$ cat src/design/oks_pkg.sv
// ----------------------------------------------------------------------------
// oks_pkg
// Shared constants, command codes and cell control type for the ordered key set.
// ----------------------------------------------------------------------------
package oks_pkg;

    localparam int CAPACITY    = 256;
    localparam int KEY_WIDTH   = 32;
    localparam int CNT_W       = $clog2(CAPACITY + 1);
    localparam int CMD_W       = 2;
    localparam int IN_FIELDS_W = CMD_W + KEY_WIDTH;
    localparam int IN_TDATA_W  = ((IN_FIELDS_W + 7) / 8) * 8;
    localparam int OUT_FIELDS_W = 2 + CNT_W;
    localparam int OUT_TDATA_W = ((OUT_FIELDS_W + 7) / 8) * 8;

    typedef enum logic [CMD_W-1:0] {
        CMD_FIND   = 2'd0,
        CMD_INSERT = 2'd1,
        CMD_ERASE  = 2'd2,
        CMD_CLEAR  = 2'd3
    } t_cmd;

    typedef struct packed {
        logic sample;
        logic ins;
        logic del;
    } t_cell_ctl;

endpackage

$ cat src/design/oks_cell.sv
// ----------------------------------------------------------------------------
// oks_cell
// One slot of the sorted key row: compares against the request key and shifts
// toward either neighbor on insert or erase.
// ----------------------------------------------------------------------------
module oks_cell (
    input  logic                        i_clk,
    input  oks_pkg::t_cell_ctl          i_ctl,
    input  logic                        i_valid,
    input  logic signed [oks_pkg::KEY_WIDTH-1:0] i_probe,
    input  logic signed [oks_pkg::KEY_WIDTH-1:0] i_new_key,
    input  logic                        i_prev_lt,
    input  logic signed [oks_pkg::KEY_WIDTH-1:0] i_prev_key,
    input  logic signed [oks_pkg::KEY_WIDTH-1:0] i_next_key,
    output logic signed [oks_pkg::KEY_WIDTH-1:0] o_key,
    output logic                        o_lt,
    output logic                        o_eq
);
    import oks_pkg::*;

    logic signed [KEY_WIDTH-1:0] r_key;
    logic                        r_lt;
    logic                        r_eq;

    always_ff @(posedge i_clk) begin
        if (i_ctl.sample) begin
            r_lt <= i_valid && (r_key < i_probe);
            r_eq <= i_valid && (r_key == i_probe);
        end
        if (i_ctl.ins && !r_lt) begin
            r_key <= i_prev_lt ? i_new_key : i_prev_key;
        end else if (i_ctl.del && !r_lt) begin
            r_key <= i_next_key;
        end
    end

    assign o_key = r_key;
    assign o_lt  = r_lt;
    assign o_eq  = r_eq;

endmodule

$ cat config.mk
export PLATFORM = sky130hd
export DESIGN_NAME = oks_cell
export DESIGN_NICKNAME = d
export VERILOG_FILES = /design/src/design/oks_pkg.sv /design/src/design/oks_cell.sv
export SDC_FILE = /design/constraint.sdc
export NUM_CORES = 1
export LEC_CHECK = 0
export BUFFER_PORTS_ARGS = -buffer_cell sky130_fd_sc_hd__clkbuf_2
export CAP_MARGIN = 0
export CORE_ASPECT_RATIO = 0.5
export CORE_MARGIN = 1.5
export CORE_UTILIZATION = 46
export DETAILED_ROUTE_END_ITERATION = 12
export PLACE_DENSITY = 0.94
export SKIP_LAST_GASP = 1
export SLEW_MARGIN = 20
export SYNTH_ARGS = -nofsm -noshare
export SYNTH_HDL_FRONTEND = slang
export SYNTH_SLANG_ARGS = --single-unit
$ cat constraint.sdc
create_clock -name i_clk -period 3.7 [get_ports i_clk]
set_input_delay 0.185 -clock i_clk [delete_from_list [all_inputs] [get_ports i_clk]]
set_output_delay 0.185 -clock i_clk [all_outputs]
set_load 0.03 [all_outputs]
# Word level (Yosys, flattened, before mapping)
# Index checks and enable logic that the tools add are counted.
[classes]
n_eq_ne = 1
reduce_logical = 6
mux = 3
n_lt_le_gt_ge = 1
[op_table]
columns = ["cell", "count"]
rows = [
  ["$mux 32", 3],
  ["$eq 32x32->1", 1],
  ["$lt 32x32->1", 1],
  ["$logic_and 1x1->1", 4],
  ["$reduce_bool 2->1", 1],
  ["$logic_not 1->1", 1],
]
[word_totals]
register_bits = 34
out_inout_bits = 34
word_cells = 14

# Longest topological paths before layout
[depth]
word_depth = 4
mapped_depth = 8

# Worst setup path before layout
# Ideal clock, no wire load.
[synth_path]
kind = "flip-flop to flip-flop"
from = "reg r_lt, in the netlist o_lt"
to = "reg r_key[0], in the netlist o_key[0], enable pin"
setup_time_ps = 422
slack_ps = 1323
path_stages_with_launch = 2
arrival_ps = 1955
period_less_slack_ps = 2377
path_cell_list = "edfxtp_1 -> nor2_1"
[synth_via]
elab_chain_cells = 3
word_cells_on_any_way = 4
classes_between = "reduce/logical: 4"
[synth_lines]
columns = ["item", "line_no", "source"]
rows = [
  ["from (decl)", "oks_cell.sv:22", "logic r_lt;"],
  ["from (signal assigned)", "oks_cell.sv:27", "r_lt <= i_valid && (r_key < i_probe);"],
  ["$logic_not 1->1 *", "oks_cell.sv:30, oks_cell.sv:32", ""],
  ["$logic_and 1x1->1 (on tied branches)", "oks_cell.sv:30, oks_cell.sv:32", ""],
  ["$reduce_bool 2->1 (no line) *", "-", ""],
  ["to (signal assigned)", "oks_cell.sv:31", "r_key <= i_prev_lt ? i_new_key : i_prev_key;"],
  ["to (signal assigned)", "oks_cell.sv:33", "r_key <= i_next_key;"],
  ["to (decl)", "oks_cell.sv:21", "logic signed [KEY_WIDTH-1:0] r_key;"],
]
# Every way passes the cells marked *; elsewhere a longest branch is shown, timed or not.
# A chain may end at the register's enable or synchronous reset.

# Final worst setup path
[layout_path]
from = "reg r_key[31], in the netlist o_key[31]"
to = "reg r_lt, in the netlist o_lt, data pin"
[layout_via]
elab_chain_cells = 2
[layout_lines]
columns = ["item", "line_no"]
rows = [
  ["$lt 32x32->1", "oks_cell.sv:27"],
  ["$logic_and 1x1->1", "oks_cell.sv:27"],
]
# Every way passes these cells.

==> reports/qor.csv <==
stage;metric;value;unit
outcome;status;finished, final reports clean;
timing;relSlewSlack;27.7;%
synthesis;avgSynthCellArea;9.66;um^2
floorplan;die_area;0.00598;mm^2
setup_path;reg2reg_from;o_key[31];
grt;grt_usage;23.1;%
layout;fin_util;68.6;%
synthesis;syn-cell-area;0.00253;mm^2
layout;final_layout_size_suffix_gt1_share;42.4;%
job;cap_violations;0;
synthesis;synth_top_area_share;40.4;%
grt;grt_pass1_vias;2438;
grt;grt.overflow.total;0;
timing;rsz0062_at_grt;false;
clock_tree;cts_hold_buf;0;
clock_tree;clk_path_buf_depth;2;
timing;drv_slew;0;
setup_path;r2r_cells;6;
floorplan;start_util;49.5;%
clock_tree;tritoncts;yes;
timing;fmaxAchievable;491;MHz
drt;vias;2423;
layout;area_delta_synth_final;38.6;%
drt;firstDrtPassIters;6;
drt;remaining_drc_errors;0;
clock_tree;htreeDepth;2;
synthesis;synthCells;262;
timing;setup-tns-final;0;ps
hold_path;hp-class;input port to register;
timing;hold_viol;0;
clock_tree;clk_latency;290;ps
clock_tree;ctsResizeCount;0;
drt;drt_iter0_drc;82;
synthesis;synth_cell_types;24;
synthesis;synth.net_count;428;
clock_tree;cts_buffers;5;
setup_path;start_kind;register;
clock_tree;postCtsSetupRepairBufs;0;
floorplan;rows;18;
synthesis;synth_area_leader_cell;edfxtp_1;
grt;antenna_found_initial;0;
synthesis;synthTopCellsByArea;edfxtp_1 (40%), ha_1 (16%), mux2i_1 (13%), nand2_1 (5.9%), o21ai_0 (5.9%);
setup_path;worstPathMaxFanout;3;
timing;setup_violations;0;
synthesis;ys_seq_area_share;40.4;%
floorplan;die_width;108;um
setup_path;crit_slowest_cell;nor4_1;
setup_path;cp.required;3840;ps
floorplan;core-area;0.00511;mm^2
synthesis;ys_seq_elements;34;
setup_path;r2r-end;o_lt;
drt;wl_per_cell;13.6;um
grt;grt_max_degree;65;
drt;antenna_left;0;
layout;layout_commonest_cell;clkbuf_2;
timing;tightest_slew;1080;ps
placed_design;portBuffers;167;
grt;grt_pass1_wl;10.7;mm
placed_design;post-dp-hpwl;5.50;mm
synthesis;yosys_warnings;0;
floorplan;chipHeight;55.4;um
layout;n_antenna_cell;0;
clock_tree;cts_root_buf;clkbuf_8;
placed_design;routabilityCongestion;0.845;
clock_tree;clock-sinks;34;
setup_path;r2r_slack;1660;ps
layout;final_cell_mix;clkbuf_2 (167), nand2_1 (40), inv_1 (34), edfxtp_1 (34), mux2i_1 (33);
power;p_per_area;338;mW/mm^2
clock_tree;clk_pin_slew;70;ps
drt;viasPerCell;4.88;
layout;nets;592;
drt;routed_wl;6.77;mm
timing;post-route-period-util;55.1;%
setup_path;worstSetupPathType;register to register;
setup_path;crit_chain;ha_1, nand4_1, nor4_1, nor2_1, a21oi_2, mux2i_1;
hold_path;worstHoldStart;i_ctl[2];
floorplan;boundaryPins;168;
timing;period_minus_slack;2040;ps
setup_path;critPathArrivalTime;2180;ps
power;power_leakage;0.00194;uW
setup_path;slowest_delay;520;ps
hold_path;whs_path_depth;1;
setup_path;end_kind;register;
timing;skew;4.04;ps
power;ir_drop;0.166;mV
hold_path;holdPathEnd;o_lt;
cell families after synthesis:
kind of cell	share of synthesized area (%)
buf+inv	6.82
mux	13.1
simple gates	10.6
fa+ha+maj	15.8
compound gates	13.4
flops	40.4
sequential cells by signal, summed over array words and instances (netlist names):
signal / count
o_eq: 1
o_key: 32
o_lt: 1
worst max-delay path by stage:
stage | startpoint | to | slack, ps | depth (start not counted)
6_report | o_key[31] | o_lt | 1660 | 6
5_1_grt | o_key[31] | o_lt | 1540 | 6
4_1_cts | o_key[31] | o_lt | 1650 | 6
3_5_place_dp | o_key[31] | o_lt | 1690 | 6
2_1_floorplan | o_lt | o_key[0] | 1320 | 1
3_3_place_gp | o_key[31] | o_lt | 1720 | 6
power breakdown:
group	switching (uW)	total [uW]	internal [uW]
Combinational	248	414	166
Clock	135	264	129
Sequential	24.3	506	482
worst max-delay path, delay by kind of cell (launching register included):
kind	cells	cell delay, ps
compound gates	1	170
fa+ha+maj	1	330
flops	1	420
mux	1	210
simple gates	3	760
metal layers:
| metal | track usage (%) | part of all wire, % |
|---|---|---|
| met1 | 27.4 | 42 |
| met2 | 42.7 | 53 |
| met3 | 4.25 | 4.1 |
| met4 | 6.95 | 1.3 |
| met5 | 0 | 0 |
stage by stage:
stage	total power [uW]	hold WS [ps]	std cells	setup slack, ps	instance area, um^2
floorplan	770	297	262	1320	2530
global placement	911	415	489	1720	3420
detailed placement	926	415	489	1690	3420
CTS	1190	117	497	1650	3500
global route	1250	114	497	1540	3510
finish	1180	124	497	1660	3510
layout make-up:
cell class / instances / area, um^2
Timing Repair Buffer: 168 / 843
Clock inverter: 2 / 8.76
Multi-Input combinational cell: 183 / 1350
Tap cell: 70 / 87.6
Inverter: 34 / 128
Sequential cell: 34 / 1020
Clock buffer: 6 / 72.6
Fill cell: 399 / 1610
cell usage after synthesis, drive strengths merged:
cell	n
o21a	2
a21o	2
nand4	6
nor4	2
nor2	4
a22oi	1
inv	34
a2111oi	1
nand2b	2
a21oi	16
nor3	1
o21ai	37
buf	3
ha	32
edfxtp	34
clkbuf	8
nand3	3
nand3b	1
mux2i	33
nand2	40
Note: power is estimated with default switching activity, not from simulation.
